--- config.mk ---
export PLATFORM = sky130hd
export DESIGN_NAME = annexb_nal_unit_extractor_core_flat
export DESIGN_NICKNAME = d
export VERILOG_FILES = /design/src/hdl/aue_pkg.sv /design/src/hdl/aue_req_if.sv /design/src/hdl/aue_rsp_if.sv /design/src/hdl/annexb_nal_unit_extractor_core.sv /design/src/flat_wrapper.sv
export SDC_FILE = /design/constraint.sdc
export NUM_CORES = 1
export LEC_CHECK = 0
export BUFFER_PORTS_ARGS = -buffer_cell sky130_fd_sc_hd__buf_2
export CAP_MARGIN = 15
export CORE_ASPECT_RATIO = 0.75
export CORE_UTILIZATION = 55
export CTS_BUF_LIST = sky130_fd_sc_hd__clkbuf_4
export DETAILED_ROUTE_END_ITERATION = 10
export GPL_ROUTABILITY_DRIVEN = 0
export MAX_ROUTING_LAYER = met4
export PLACE_DENSITY = 0.77
export SYNTH_ARGS = -nofsm -noshare
export SYNTH_HDL_FRONTEND = slang
export SYNTH_SLANG_ARGS = --single-unit
export TNS_END_PERCENT = 50
--- constraint.sdc ---
create_clock -name clock -period 18.55 [get_ports clock]
set_input_delay 3.71 -clock clock [delete_from_list [all_inputs] [get_ports clock]]
set_output_delay 3.71 -clock clock [all_outputs]
set_load 0.03 [all_outputs]
--- src/hdl/aue_pkg.sv ---
// ----------------------------------------------------------------------------
// aue_pkg
// Shared types, codes and helpers of the Annex B unit extractor.
// ----------------------------------------------------------------------------
package aue_pkg;

   localparam int ZERO_COUNT_MAX_DEF = 255;

   localparam logic KIND_BYTE = 1'b0;
   localparam logic KIND_EOS  = 1'b1;

   localparam logic OUT_PAYLOAD = 1'b0;
   localparam logic OUT_END     = 1'b1;

   localparam logic [7:0] EMU_BYTE   = 8'h03;
   localparam logic [5:0] VCL_LIMIT  = 6'd32;

   localparam int RSP_DEPTH = 4;
   localparam int RSP_PTR_W = 2;
   localparam int RSP_CNT_W = 3;

   typedef struct packed {
      logic              out_kind;
      logic [7:0]        data_byte;
      logic [5:0]        unit_type;
      logic [5:0]        layer_id;
      logic signed [3:0] temporal_id;
      logic              is_vcl;
      logic [7:0]        leading_zero_count;
      logic [7:0]        trailing_zero_count;
      logic              forbidden_bit_error;
      logic              escape_error;
      logic              last;
   } row_type;

   function automatic row_type make_row(input logic kind, input logic [7:0] data,
                                        input logic [7:0] trail, input logic esc,
                                        input logic [15:0] hdr, input logic [7:0] lead);
      row_type r;
      r.out_kind            = kind;
      r.data_byte           = data;
      r.unit_type           = hdr[14:9];
      r.layer_id            = hdr[8:3];
      r.temporal_id         = signed'(4'({1'b0, hdr[2:0]}) + 4'hF);
      r.is_vcl              = (hdr[14:9] < VCL_LIMIT);
      r.leading_zero_count  = lead;
      r.trailing_zero_count = trail;
      r.forbidden_bit_error = hdr[15];
      r.escape_error        = esc;
      r.last                = 1'b0;
      return r;
   endfunction

endpackage

--- src/hdl/aue_req_if.sv ---
// ----------------------------------------------------------------------------
// aue_req_if
// Input channel: one Annex B stream byte or end-of-stream marker.
// ----------------------------------------------------------------------------
interface aue_req_if;
   logic       valid;
   logic       ready;
   logic       kind;
   logic [7:0] in_byte;

   modport source (output valid, output kind, output in_byte, input ready);
   modport sink   (input valid, input kind, input in_byte, output ready);
endinterface

--- src/hdl/aue_rsp_if.sv ---
// ----------------------------------------------------------------------------
// aue_rsp_if
// Result channel: payload byte or end record of a unit.
// ----------------------------------------------------------------------------
interface aue_rsp_if;
   logic              valid;
   logic              ready;
   logic              out_kind;
   logic [7:0]        data_byte;
   logic [5:0]        unit_type;
   logic [5:0]        layer_id;
   logic signed [3:0] temporal_id;
   logic              is_vcl;
   logic [7:0]        leading_zero_count;
   logic [7:0]        trailing_zero_count;
   logic              forbidden_bit_error;
   logic              escape_error;
   logic              last;

   modport source (output valid, output out_kind, output data_byte, output unit_type,
                   output layer_id, output temporal_id, output is_vcl,
                   output leading_zero_count, output trailing_zero_count,
                   output forbidden_bit_error, output escape_error, output last,
                   input ready);
   modport sink   (input valid, input out_kind, input data_byte, input unit_type,
                   input layer_id, input temporal_id, input is_vcl,
                   input leading_zero_count, input trailing_zero_count,
                   input forbidden_bit_error, input escape_error, input last,
                   output ready);
endinterface

--- src/hdl/annexb_nal_unit_extractor_core.sv ---
// ----------------------------------------------------------------------------
// annexb_nal_unit_extractor_core
// H.265 Annex B unit extractor: start code search, header capture,
// emulation-prevention removal and end records with zero counts.
// ----------------------------------------------------------------------------
// Usage:
//   req_ch carries one transaction per stream byte (kind = 0) or an
//   end-of-stream marker (kind = 1). rsp_ch carries payload bytes and one
//   end record per unit; last marks the final result of an input transaction.
//   A transaction is decoded in the cycle it is accepted: parser state is
//   updated and its zero to three results are written into a four-entry
//   result queue. Results are registered in the queue, and rsp_ch shows the
//   entry at its head.
//   Throughput is one input transaction per cycle while each one yields at
//   most one result and rsp_ch.ready stays high. The queue drains one
//   result per cycle while rsp_ch.ready is high, so three results (00 00 xx
//   released at once) leave in order. req_ch.ready is high while at most
//   one result is queued. If the receiver stalls, results stay in the
//   queue and req_ch.ready drops once two are waiting; nothing is lost.
//   Synchronous reset empties the queue and returns the parser to start code
//   search with all counts cleared.
// ----------------------------------------------------------------------------
module annexb_nal_unit_extractor_core #(
   parameter int ZERO_COUNT_MAX = aue_pkg::ZERO_COUNT_MAX_DEF
) (
   input logic       clock,
   input logic       reset,
   aue_req_if.sink   req_ch,
   aue_rsp_if.source rsp_ch
);
   import aue_pkg::*;

   localparam int ZR_W = $clog2(ZERO_COUNT_MAX + 1);

   localparam logic [1:0] PH_SEARCH = 2'd0;
   localparam logic [1:0] PH_UNIT   = 2'd1;
   localparam logic [1:0] PH_AFTER  = 2'd2;

   logic [1:0]     phase_ff, phase_in;
   logic [ZR_W-1:0] zero_run_ff, zero_run_in;
   logic [1:0]     held_ff, held_in;
   logic [1:0]     hdr_seen_ff, hdr_seen_in;
   logic [15:0]    hdr_ff, hdr_in;
   logic [7:0]     lead_ff, lead_in;
   logic           esc_ff, esc_in;
   logic           after_esc_ff, after_esc_in;

   row_type        rows [3];
   logic [1:0]     n_rows;
   logic           go_out;
   logic [7:0]     b;

   row_type               queue_ff [RSP_DEPTH];
   logic [RSP_PTR_W-1:0]  wr_ptr_ff, rd_ptr_ff;
   logic [RSP_CNT_W-1:0]  count_ff, count_in;

   logic accept;
   logic pop;

   assign accept = req_ch.valid && req_ch.ready;
   assign pop    = rsp_ch.valid && rsp_ch.ready;
   assign b      = req_ch.in_byte;

   always_comb begin
      phase_in     = phase_ff;
      zero_run_in  = zero_run_ff;
      held_in      = held_ff;
      hdr_seen_in  = hdr_seen_ff;
      hdr_in       = hdr_ff;
      lead_in      = lead_ff;
      esc_in       = esc_ff;
      after_esc_in = after_esc_ff;
      n_rows       = 2'd0;
      go_out       = 1'b0;
      for (int k = 0; k < 3; k++) begin
         rows[k] = '0;
      end

      if (req_ch.kind == KIND_EOS) begin
         if (phase_ff == PH_UNIT) begin
            rows[n_rows] = make_row(OUT_END, 8'd0, 8'(held_ff), esc_ff, hdr_ff, lead_ff);
            n_rows = n_rows + 2'd1;
         end else if (phase_ff == PH_AFTER) begin
            rows[n_rows] = make_row(OUT_END, 8'd0, 8'(zero_run_ff), esc_ff, hdr_ff,
                                    lead_ff);
            n_rows = n_rows + 2'd1;
         end
         phase_in     = PH_SEARCH;
         zero_run_in  = '0;
         held_in      = 2'd0;
         after_esc_in = 1'b0;
      end else begin
         go_out = (phase_ff != PH_UNIT);
         if (phase_ff == PH_UNIT) begin
            if (hdr_seen_ff < 2'd2) begin
               if (hdr_seen_ff == 2'd0) begin
                  hdr_in[15:8] = hdr_ff[15:8] | b;
               end else begin
                  hdr_in[7:0] = hdr_ff[7:0] | b;
               end
               hdr_seen_in = hdr_seen_ff + 2'd1;
            end else begin
               if (after_esc_ff) begin
                  if (b > EMU_BYTE) begin
                     esc_in = 1'b1;
                  end
                  after_esc_in = 1'b0;
               end
               if (held_ff == 2'd2 && b <= 8'd2) begin
                  phase_in    = PH_AFTER;
                  zero_run_in = ZR_W'(2);
                  held_in     = 2'd0;
                  go_out      = 1'b1;
               end else if (held_ff == 2'd2 && b == EMU_BYTE) begin
                  rows[0]      = make_row(OUT_PAYLOAD, 8'd0, 8'd0, 1'b0, hdr_ff, lead_ff);
                  rows[1]      = rows[0];
                  n_rows       = 2'd2;
                  held_in      = 2'd0;
                  after_esc_in = 1'b1;
               end else if (b == 8'd0) begin
                  held_in = held_ff + 2'd1;
               end else begin
                  rows[0] = make_row(OUT_PAYLOAD, 8'd0, 8'd0, 1'b0, hdr_ff, lead_ff);
                  rows[1] = rows[0];
                  n_rows  = (held_ff > 2'd2) ? 2'd2 : held_ff;
                  rows[n_rows] = make_row(OUT_PAYLOAD, b, 8'd0, 1'b0, hdr_ff, lead_ff);
                  n_rows  = n_rows + 2'd1;
                  held_in = 2'd0;
               end
            end
         end

         if (go_out) begin
            if (b == 8'd0) begin
               if (zero_run_in < ZR_W'(ZERO_COUNT_MAX)) begin
                  zero_run_in = zero_run_in + ZR_W'(1);
               end
            end else if (b == 8'd1 && zero_run_in >= ZR_W'(2)) begin
               if (phase_in == PH_AFTER) begin
                  rows[n_rows] = make_row(OUT_END, 8'd0,
                                          (zero_run_in >= ZR_W'(3)) ?
                                             8'(zero_run_in - ZR_W'(3)) : 8'd0,
                                          esc_in, hdr_ff, lead_ff);
                  n_rows  = n_rows + 2'd1;
                  lead_in = (zero_run_in >= ZR_W'(3)) ? 8'd1 : 8'd0;
               end else begin
                  lead_in = 8'(zero_run_in - ZR_W'(2));
               end
               phase_in     = PH_UNIT;
               zero_run_in  = '0;
               held_in      = 2'd0;
               hdr_seen_in  = 2'd0;
               hdr_in       = 16'd0;
               esc_in       = 1'b0;
               after_esc_in = 1'b0;
            end else begin
               if (phase_in == PH_AFTER) begin
                  rows[n_rows] = make_row(OUT_END, 8'd0, 8'(zero_run_in), esc_in, hdr_ff,
                                          lead_ff);
                  n_rows = n_rows + 2'd1;
               end
               phase_in    = PH_SEARCH;
               zero_run_in = '0;
            end
         end
      end

      if (n_rows != 2'd0) begin
         rows[n_rows - 2'd1].last = 1'b1;
      end
   end

   always_ff @(posedge clock) begin
      if (reset) begin
         phase_ff     <= PH_SEARCH;
         zero_run_ff  <= '0;
         held_ff      <= 2'd0;
         hdr_seen_ff  <= 2'd0;
         hdr_ff       <= 16'd0;
         lead_ff      <= 8'd0;
         esc_ff       <= 1'b0;
         after_esc_ff <= 1'b0;
      end else if (accept) begin
         phase_ff     <= phase_in;
         zero_run_ff  <= zero_run_in;
         held_ff      <= held_in;
         hdr_seen_ff  <= hdr_seen_in;
         hdr_ff       <= hdr_in;
         lead_ff      <= lead_in;
         esc_ff       <= esc_in;
         after_esc_ff <= after_esc_in;
      end
   end

   // result queue
   assign req_ch.ready = (count_ff <= RSP_CNT_W'(1));
   assign count_in     = count_ff + (accept ? RSP_CNT_W'(n_rows) : '0) - RSP_CNT_W'(pop);

   always_ff @(posedge clock) begin
      if (reset) begin
         wr_ptr_ff <= '0;
         rd_ptr_ff <= '0;
         count_ff  <= '0;
      end else begin
         count_ff <= count_in;
         if (accept) begin
            wr_ptr_ff <= wr_ptr_ff + RSP_PTR_W'(n_rows);
         end
         if (pop) begin
            rd_ptr_ff <= rd_ptr_ff + RSP_PTR_W'(1);
         end
      end
   end

   always_ff @(posedge clock) begin
      if (accept) begin
         for (int k = 0; k < 3; k++) begin
            if (2'(k) < n_rows) begin
               queue_ff[wr_ptr_ff + RSP_PTR_W'(k)] <= rows[k];
            end
         end
      end
   end

   assign rsp_ch.valid               = (count_ff != '0);
   assign rsp_ch.out_kind            = queue_ff[rd_ptr_ff].out_kind;
   assign rsp_ch.data_byte           = queue_ff[rd_ptr_ff].data_byte;
   assign rsp_ch.unit_type           = queue_ff[rd_ptr_ff].unit_type;
   assign rsp_ch.layer_id            = queue_ff[rd_ptr_ff].layer_id;
   assign rsp_ch.temporal_id         = queue_ff[rd_ptr_ff].temporal_id;
   assign rsp_ch.is_vcl              = queue_ff[rd_ptr_ff].is_vcl;
   assign rsp_ch.leading_zero_count  = queue_ff[rd_ptr_ff].leading_zero_count;
   assign rsp_ch.trailing_zero_count = queue_ff[rd_ptr_ff].trailing_zero_count;
   assign rsp_ch.forbidden_bit_error = queue_ff[rd_ptr_ff].forbidden_bit_error;
   assign rsp_ch.escape_error        = queue_ff[rd_ptr_ff].escape_error;
   assign rsp_ch.last                = queue_ff[rd_ptr_ff].last;

   a_queue_bound: assert property (@(posedge clock) disable iff (reset)
      count_ff <= RSP_CNT_W'(RSP_DEPTH))
      else $error("result queue overflow");

   a_accept_room: assert property (@(posedge clock) disable iff (reset)
      accept |-> count_ff <= RSP_CNT_W'(1))
      else $error("transaction accepted without queue room");

   a_idle_clean: assert property (@(posedge clock) disable iff (reset)
      phase_ff != PH_UNIT |-> held_ff == 2'd0 && !after_esc_ff)
      else $error("held zeros or escape pending outside a unit");

   a_held_max: assert property (@(posedge clock) disable iff (reset)
      held_ff <= 2'd2)
      else $error("more than two zero bytes held");

   a_header_silent: assert property (@(posedge clock) disable iff (reset)
      accept && req_ch.kind == KIND_BYTE && phase_ff == PH_UNIT && hdr_seen_ff < 2'd2
         |-> n_rows == 2'd0)
      else $error("result produced during header capture");

endmodule
--- src/flat_wrapper.sv ---
// flat-port wrapper written by rule: the top's interface ports become plain ports
module annexb_nal_unit_extractor_core_flat import aue_pkg::*;
#(
   parameter int ZERO_COUNT_MAX = aue_pkg::ZERO_COUNT_MAX_DEF
)
  (clock, reset, req_ch_valid, req_ch_kind, req_ch_in_byte, req_ch_ready, rsp_ch_valid, rsp_ch_out_kind, rsp_ch_data_byte, rsp_ch_unit_type, rsp_ch_layer_id, rsp_ch_temporal_id, rsp_ch_is_vcl, rsp_ch_leading_zero_count, rsp_ch_trailing_zero_count, rsp_ch_forbidden_bit_error, rsp_ch_escape_error, rsp_ch_last, rsp_ch_ready);
  aue_req_if req_ch_i ();
  aue_rsp_if rsp_ch_i ();
  input logic clock;
  input logic reset;
  input wire logic [$bits(req_ch_i.valid)-1:0] req_ch_valid;
  input wire logic [$bits(req_ch_i.kind)-1:0] req_ch_kind;
  input wire logic [$bits(req_ch_i.in_byte)-1:0] req_ch_in_byte;
  output wire logic [$bits(req_ch_i.ready)-1:0] req_ch_ready;
  output wire logic [$bits(rsp_ch_i.valid)-1:0] rsp_ch_valid;
  output wire logic [$bits(rsp_ch_i.out_kind)-1:0] rsp_ch_out_kind;
  output wire logic [$bits(rsp_ch_i.data_byte)-1:0] rsp_ch_data_byte;
  output wire logic [$bits(rsp_ch_i.unit_type)-1:0] rsp_ch_unit_type;
  output wire logic [$bits(rsp_ch_i.layer_id)-1:0] rsp_ch_layer_id;
  output wire logic [$bits(rsp_ch_i.temporal_id)-1:0] rsp_ch_temporal_id;
  output wire logic [$bits(rsp_ch_i.is_vcl)-1:0] rsp_ch_is_vcl;
  output wire logic [$bits(rsp_ch_i.leading_zero_count)-1:0] rsp_ch_leading_zero_count;
  output wire logic [$bits(rsp_ch_i.trailing_zero_count)-1:0] rsp_ch_trailing_zero_count;
  output wire logic [$bits(rsp_ch_i.forbidden_bit_error)-1:0] rsp_ch_forbidden_bit_error;
  output wire logic [$bits(rsp_ch_i.escape_error)-1:0] rsp_ch_escape_error;
  output wire logic [$bits(rsp_ch_i.last)-1:0] rsp_ch_last;
  input wire logic [$bits(rsp_ch_i.ready)-1:0] rsp_ch_ready;
  assign req_ch_i.valid = req_ch_valid;
  assign req_ch_i.kind = req_ch_kind;
  assign req_ch_i.in_byte = req_ch_in_byte;
  assign req_ch_ready = req_ch_i.ready;
  assign rsp_ch_valid = rsp_ch_i.valid;
  assign rsp_ch_out_kind = rsp_ch_i.out_kind;
  assign rsp_ch_data_byte = rsp_ch_i.data_byte;
  assign rsp_ch_unit_type = rsp_ch_i.unit_type;
  assign rsp_ch_layer_id = rsp_ch_i.layer_id;
  assign rsp_ch_temporal_id = rsp_ch_i.temporal_id;
  assign rsp_ch_is_vcl = rsp_ch_i.is_vcl;
  assign rsp_ch_leading_zero_count = rsp_ch_i.leading_zero_count;
  assign rsp_ch_trailing_zero_count = rsp_ch_i.trailing_zero_count;
  assign rsp_ch_forbidden_bit_error = rsp_ch_i.forbidden_bit_error;
  assign rsp_ch_escape_error = rsp_ch_i.escape_error;
  assign rsp_ch_last = rsp_ch_i.last;
  assign rsp_ch_i.ready = rsp_ch_ready;
  annexb_nal_unit_extractor_core #(.ZERO_COUNT_MAX(ZERO_COUNT_MAX)) u_core (.clock(clock), .reset(reset), .req_ch(req_ch_i), .rsp_ch(rsp_ch_i));
endmodule
Word-level counts from Yosys, hierarchy flattened
Memory sizes are Yosys's and may differ from the RTL's. A register that Yosys moved wholly into a read port is not among the register bits.
Index checks and enable logic that the tools add are counted.

storage, ports and cells
  memories kept = 1
  input port bits = 13
  bits in writable memories = 180
  bits in registers = 47

memory list
  memory           depth  width  rd ports  clocked after memory_dff  wr ports  line                                  RTL
  u_core.queue_ff  4      45     1         1                         3         annexb_nal_unit_extractor_core.sv:53  row_type queue_ff [RSP_DEPTH];

cells by class
  muxes and demuxes = 112
  $add $sub $neg = 15
  magnitude comparators = 18
  equality and inequality tests = 7
  bitwise gates (word level) = 7
  reductions and logical operators = 14

operators by type and width
  cell                 number
  $mux 135             11
  $bwmux 135           4
  $demux 45 s2         3
  $mux 45              6
  $mux 90              2
  $mux 8               12
  $mux 16              5
  $mux 2               36
  $mux 1               33
  $ge 8x2->1 const B   2
  $or 8x8->8           2
  $sub 8x2->8 const B  2
  $add 2x1->2 const B  6
  $ge 3x3->1 const B   3
  $lt 3x1->1 const B   3
  $not 2->3            3
  $add 8x1->8 const B  1
  $eq 8x1->1 const B   1
  $eq 8x2->1 const B   1
  $gt 8x2->1 const B   1
  $le 8x2->1 const B   1
  $logic_and 1x1->1    8
  $logic_not 8->1      1
  $lt 8x8->1 const B   1
  21 further kinds     25

Depth between registers and ports, before layout
Gate-level depths: netlist of run 1.

  depth in word-level cells = 22
  depth in mapped cells = 18
  depth with buffers taken out = 17

Worst setup path before layout of run 1
No wires, ideal clock.

  kind = input to register
  start point = input req_ch_in_byte[4]
  end point = memory u_core.queue_ff[2][0] (netlist name), enable pin
  data required time = 18.040 ns
  buffers on the path = 1
  cell stages on the path = 12
  slack = 8.845 ns
  data arrival time = 9.195 ns
  path through = or4_1 buf_2 nor2_1 a21oi_1 nor2b_1 o21ai_0 inv_1 ha_1 a2111oi_4 o31a_4 o21ai_0 o21ai_0

RTL lines
  element      line                                  RTL
  from (decl)  flat_wrapper.sv:13                    input wire logic [$bits(req_ch_i.in_byte)-1:0] req_ch_in_byte;
  to (decl)    annexb_nal_unit_extractor_core.sv:53

==> summary.txt, run 1 <==
Outcome
  – Status: completed

Synthesis
  – Synth Area in Adders: 2.50%
  – Post-synthesis xor/xnor area fraction: less than 1%
  – Top-count cell post-synth: edfxtp_1
  – Yosys top cell area share: 47.7%
  – Synth Area in Simple Gates: between 10% and 20%
  – Post-synthesis net count: 993
  – Synth Register Bits: between 200 and 250
  – Syn Area/Cell: 11.8 sq um
  – Top post-synthesis cells by count: edfxtp_1, nor2_1, and2_1, nand2_1, o21ai_0
  – Ranking of synthesized cells by area: edfxtp_1, mux4_2, dfxtp_1, and2_1, nor2_1
  – Proportion of synthesized area in mux cells: about a tenth
  – Synth Area in Compound Gates: approximately 11%
  – Post-synth EDFFs: 180
  – Seq/Total Area, Yosys: 56.4%
  – Main combinational cell family by area after synthesis: simple AND/OR/NAND/NOR gates
  – Asr flop ratio synth: 0%
  – Largest area contributor in the netlist: edfxtp_1
  – Synthesized area: 11300 sq um
  – Top_reg_cell synth: edfxtp_1
  – Ys Warns: 0
  – Mapped Cells: 958
  – Count of different cell masters after synthesis: 79

Min path
  – Hold path endpoint: u_core.after_esc_ff
  – Hold path depth: 1
  – Worst Hold Class: register to register
  – Hold_sp: u_core.after_esc_ff

GRT
  – Initial antenna violation count: 0
  – Global-route wire length before repair: 42900 um
  – Gr usage total: 27.1%
  – Largest net degree at the start of global routing: 46
  – Number of global-route vias before repair: approximately 8k
  – Grt ovf: 0

Critical path
  – Worst EP required: 18.95 ns
  – Worst-path fanout max: 25
  – CP arrival: 7.87 ns
  – Worst R2R Path Depth: 16
  – RR Endpoint: u_core.queue_ff[0][13]
  – Worst r2r src: u_core.held_ff[0]
  – Reg2Reg Setup Slack: 13.66 ns
  – Endpoint type of the worst setup path: register
  – Critical path class: input pin to register
  – Crit path from: req_ch_in_byte[4]
  – Startpoint Class: input pin

Die
  – Num rows: 45
  – Core area: 20200 sq um
  – I/O pins: 60
  – DIE AREA: approximately 21000 sq um
  – Chip height: about 130 um
  – Die Span X: ~170 um
  – Starting Density: 56.1%

Finish
  – Net count, final: 1070
  – Fin area: ~13000 sq um
  – Fill count: around 1.6k
  – Synthesis-to-layout area growth: 11.5%
  – ANT cells: 0
  – Layout cell share with drive strength beyond 1: 21.5%

Clock network
  – CTS tree: done
  – Root Buffer: clkbuf_4
  – Setup Buffers After CTS: 0
  – Max clock buf depth: 3
  – Hold Buf Count CTS: 0
  – Worst-path clk slew: about 0.06 ns
  – H-tree lvl count: 2
  – Worst-Skew Late Latency: 0.67 ns
  – Post_cts resized: 0
  – Clock sink total: 229
  – Total CTS buffers: 53

Power
  – Reg power frac: 47.2%
  – Power Internal: 875 uW
  – Tot Pwr: 1.23 mW
  – Switching power: 358 uW
  – Worst VDD drop: 0.000122 V
  – Cell Pwr Density: between 90 and 100 nW/um^2
  – Switching share of power: just under 30%
  – Clock power frac: approximately a third
  – Leak: 4.21 nW
  – Combinational share of power: a little under a fifth

STA
  – Setup TNS: 0 ns
  – RSZ-0062 raised after global routing: false
  – Worst slew pin tran: 1.06 ns
  – Worst slew margin: 29.3%
  – WHS: 0.500 ns
  – Crit path time final: 7.48 ns
  – Peak Freq: 134 MHz
  – Final hold violation count: 0
  – Final period util: between 40 and 50%
  – Setup violations, final: 0
  – Max Slew Vio Count: 0
  – Clock skew: about 0.044 ns

Placed design
  – PortBufs: 59
  – Area after DPL: about 12000 sq um
  – DP HPWL: 17800 um

Drt
  – Met2 wire length: about 12000 um
  – M1 WL: between 10000 and 15000 um
  – Final wirelength: 27000 um
  – Met3 WL post-DR: around 2300 um
  – Wire per inst: 20.2 um
  – Via count: 8176
  – Via-to-Cell Ratio: 6.12
  – First DRT Iteration DRCs: 911
  – Pre-Repair DR Iteration Count: 6
  – DR top layer: met4
  – Residual DRC: 0
  – Routed Antenna Nets: 0

Flow run
  – Max_cap viols: 0
[critical path: stages]
cell and delay, ns:
buf_2 0.12, or4_1 0.73, nor2_1 0.34, a21oi_1 0.12
nor2b_1 0.11, o21ai_0 0.16, inv_1 0.10, ha_1 0.26
a2111oi_4 0.42, o31a_4 0.26, inv_4 0.08, a211oi_4 0.34
nor2_2 0.07, a311o_1 0.70, and2_1 0.33
[power by group through the flow]
| stage | Clock, mW | Combinational (mW) | Sequential (mW) |
|---|---|---|---|
| final | 0.423 | 0.228 | 0.582 |
| after global routing | 0.456 | 0.241 | 0.588 |
| after CTS | 0.432 | 0.230 | 0.585 |
| after detailed placement | 0 | 0.229 | 0.596 |
| after global placement | 0 | 0.227 | 0.595 |
| after floorplan | 0 | 0.199 | 0.564 |
[logic make-up (layout without fill, tap and decap cells)]
group,count (synthesis),count (layout)
adders and majority gates,22,22
and+or+nand+nor,372,372
muxes,54,54
AOI/OAI and AO/OA,193,193
buffers and inverters,77,197
xor gates and xnor gates,11,11
DFF,229,229
[worst max path at each step]
stage               slack [ns]                endpoint  cells after the start
floorplan                 8.85   u_core.queue_ff[2][0]                     12
global placement         10.51  u_core.queue_ff[3][36]                     13
detailed placement       10.39  u_core.queue_ff[3][36]                     13
CTS                      11.05  u_core.queue_ff[3][39]                     13
global route             10.86  u_core.queue_ff[0][13]                     15
finish                   11.07  u_core.queue_ff[0][13]                     15
[per-stage QoR]
step	worst slack, ns	instances	utilization [%]
after floorplan	8.85	958	-
after global placement	10.51	1236	58.7
after detailed placement	10.39	1236	58.7
after CTS	11.05	1334	62.4
after global routing	10.86	1336	62.5
final	11.07	1336	62.5
[registers in the layout, summed over array words and instances (netlist names), named ones only]
name and count:
u_core.zero_run_ff 8, u_core.hdr_seen_ff 2, u_core.rd_ptr_ff 2, u_core.phase_ff 2
u_core.held_ff 2, u_core.wr_ptr_ff 2, u_core.after_esc_ff 1, u_core.lead_ff 8
u_core.count_ff 3, u_core.queue_ff 180, u_core.hdr_ff 16, u_core.esc_ff 1
[cells in the final DEF, fill, tap and decap left out, types with 4 or more instances in the layout]
cell / instances
nor2b_1: 14
a22oi_1: 8
nand2_1: 70
edfxtp_1: 180
o21a_1: 4
a21oi_1: 46
buf_2: 60
o31ai_1: 6
xor2_1: 5
nor3_1: 22
or3_1: 5
clkinv_2: 4
a31oi_1: 7
a21boi_0: 5
buf_4: 11
xnor2_1: 6
nor3b_1: 5
nand4_1: 6
and2_1: 95
clkinv_1: 10
o21ai_0: 62
ha_1: 21
mux4_2: 45
dfxtp_1: 47
mux2i_1: 7
nor2_1: 113
nor4_1: 5
o22ai_1: 9
inv_1: 25
nand3_1: 12
clkbuf_4: 80
[final cells by class]
cell class,instances,area [sq um],area share (%)
clock buffer,80,601,4.75
clock inverter,18,134,1.06
inverter,27,104,0.822
multi-input combinational,652,4670,37.0
sequential,229,6390,50.6
tap,258,323,2.55
timing repair buffer,72,410,3.25
[metal layers]
metal	vias to the layer above	global-route usage [%]
met4	0	6.85
li1	3759	-
met3	42	4.74
met2	406	40.0
met5	-	-
met1	3969	39.0
Note: power is estimated with default switching activity, not from simulation.
==> run 2, diff against run 1 <==
- PLACE_DENSITY: 0.77 -> 0.8
- clock period: 18.55 -> 6.2 ns (I/O delays scaled with it)
==> run 2 against run 1 <==
Net effect:
- clock skew grew 0.0064 ns
- critical path depth is the same
- sequential share of layout area is essentially flat
- global-route usage grew 0.38 points
- via count grew 1.3%
- cell count grew 0.37%
- combinational power grew to 3.0 times the previous value
- total power grew to 3.0 times the previous value
- routed wire length grew 1.3%
- setup slack lost 9.9 ns
- design area is essentially flat
==> summary.txt, run 2 (synthesized netlist as in run 1, its figures left out) <==
Outcome
  – Status: completed

Clock network
  – Worst-path clk slew: 0.08 ns (+0.02 ns)
  – Total CTS buffers: 54 (+1.9%)
  – CTS tree: done
  – Worst-Skew Late Latency: 0.70 ns (+0.03 ns)
  – Max clock buf depth: 3 (unchanged)
  – H-tree lvl count: 2 (unchanged)
  – Clock sink total: 229 (unchanged)
  – Post_cts resized: 0 (unchanged)
  – Hold Buf Count CTS: 0 (unchanged)
  – Root Buffer: clkbuf_4
  – Setup Buffers After CTS: 0 (unchanged)

Critical path
  – Crit path max-delay cell type: or4_1
  – Critical path class: input pin to register
  – Delay-heaviest family, CP: compound AO/OA/AOI/OAI gates
  – Worst path bufs/invs: 3 (unchanged)
  – Endpoint type of the worst setup path: register
  – CP arrival: 5.44 ns (-2.43 ns)
  – Worst-path fanout max: 25 (unchanged)
  – Worst EP required: 6.61 ns (-12.34 ns)
  – Worst path cell trace: buf_2 > or4_1 > nor2_1 > a21oi_1 > nor2b_1 > o21ai_0 > inv_1 > ha_1 > a2111oi_4 > o31a_4 > inv_4 > a211oi_4 > nor2_2 > a311o_1 > and2_1
  – Startpoint Class: input pin
  – CP peak stage delay: 0.74 ns (about the same)

STA
  – Crit path time final: 5.03 ns
  – Setup violations, final: 0 (unchanged)
  – Clock skew: 0.0509 ns (+0.00642 ns)
  – Peak Freq: 199 MHz
  – WHS: 0.517 ns (+0.0166 ns)
  – Smallest setup slack after layout: 1.17 ns (-9.90 ns)
  – Final hold violation count: 0 (unchanged)
  – Max Slew Vio Count: 0 (unchanged)
  – Final period util: 81.1%
  – Worst slew pin tran: 1.12 ns (+0.0643 ns)
  – RSZ-0062 raised after global routing: false
  – Worst slew margin: 25.0% (-4.3 points)

Die
  – Starting Density: 56.1% (unchanged)
  – Chip height: 126 um (unchanged)
  – Core area: 20200 sq um (unchanged)
  – DIE AREA: 21200 sq um (unchanged)
  – Num rows: 45 (unchanged)
  – I/O pins: 60 (unchanged)
  – Die Span X: 168 um (unchanged)

Finish
  – Layout cell share with drive strength beyond 1: 21.7% (+0.18 points)
  – Largest register by flop count: u_core.queue_ff
  – Most common cell after layout, fill and taps aside: edfxtp_1
  – Net count, final: 1077 (+0.65%)
  – Largest regs: u_core.queue_ff: 180 flops, u_core.hdr_ff: 16 flops
  – Synthesis-to-layout area growth: 11.5% (about the same)
  – ANT cells: 0 (unchanged)
  – Final Util: 62.5% (about the same)
  – Max FFs per register: 180 (unchanged)
  – Most frequent cells in the layout: edfxtp_1, nor2_1, and2_1, clkbuf_4, nand2_1
  – Final Non-Filler Cells: 1341 (+0.37%)

GRT
  – Largest net degree at the start of global routing: 46 (unchanged)
  – Gr usage total: 27.4% (+0.38 points)
  – Number of global-route vias before repair: 8116 (+1.1%)
  – Initial antenna violation count: 0 (unchanged)
  – Global-route wire length before repair: 43300 um (+0.99%)
  – Grt ovf: 0 (unchanged)

Drt
  – Residual DRC: 0 (unchanged)
  – M1 WL: 12100 um (+0.11%)
  – Routed Antenna Nets: 0 (unchanged)
  – First DRT Iteration DRCs: 977 (+7.2%)
  – Final wirelength: 27400 um (+1.3%)
  – Pre-Repair DR Iteration Count: 6 (unchanged)
  – Via-to-Cell Ratio: 6.18 (+0.94%)
  – DR top layer: met4
  – Via count: 8284 (+1.3%)
  – Met2 wire length: 12300 um (+0.28%)
  – Wire per inst: 20.4 um (+0.91%)
  – Met3 WL post-DR: 2600 um (+12%)

Flow run
  – Max_cap viols: 0 (unchanged)

Power
  – Cell Pwr Density: 290 nW/um^2 (+200%)
  – Leak: 4.21 nW (about the same)
  – Worst VDD drop: 0.000354 V (+190%)
  – Tot Pwr: 3.66 mW (+200%)

Placed design
  – Dpl ws: 0.544 ns (-9.84 ns)
  – PortBufs: 59 (unchanged)
  – DP HPWL: 17900 um (+0.87%)
  – Placed Cells: 1242 (+0.49%)

Min path
  – Worst Hold Class: register to register
## run 2: cell types whose count changed in the layout (fill, tap and decap cells not counted), sizes merged
cell      previous run  this run
clkbuf              80        83
bufinv               2         1
clkinvlp             1         2
clkinv              15        13
buf                 72        76
## run 2: through the flow
step	instance area [sq um]	setup TNS, ns
after floorplan	11300	-100.99
after global placement	11900	0
after detailed placement	11900	0
after CTS	12600	0
after global routing	12600	0
final	12600	0
## run 2: final timing paths
kind	depth (start not counted)	slack [ns]	to	startpoint
max	15	1.17	u_core.queue_ff[0][15]	req_ch_in_byte[4]
max reg2reg	16	1.27	u_core.queue_ff[0][15]	u_core.held_ff[0]
min	1	0.52	u_core.after_esc_ff	u_core.after_esc_ff
min reg2reg	1	0.52	u_core.after_esc_ff	u_core.after_esc_ff
## run 2: cell type report
type | instances | area, sq um
clock buffers | 81 | 608
clock inverters | 16 | 95.1
fillers | 1564 | 7580
inverters | 27 | 104
multi-input cells | 652 | 4670
flip-flops and latches | 229 | 6390
well taps | 258 | 323
repair buffers | 78 | 438
## run 2: layer usage
metal,track usage [%],vias to the layer above
li1,-,3774
met1,38.2,4022
met2,40.7,447
met3,6.30,41
met4,7.77,0
met5,-,-
## run 2: power breakdown
part           internal, mW  leakage, nW  switching [mW]
clock network         0.638        0.410           0.596
logic                 0.289         1.83           0.392
registers              1.65         1.98          0.0928
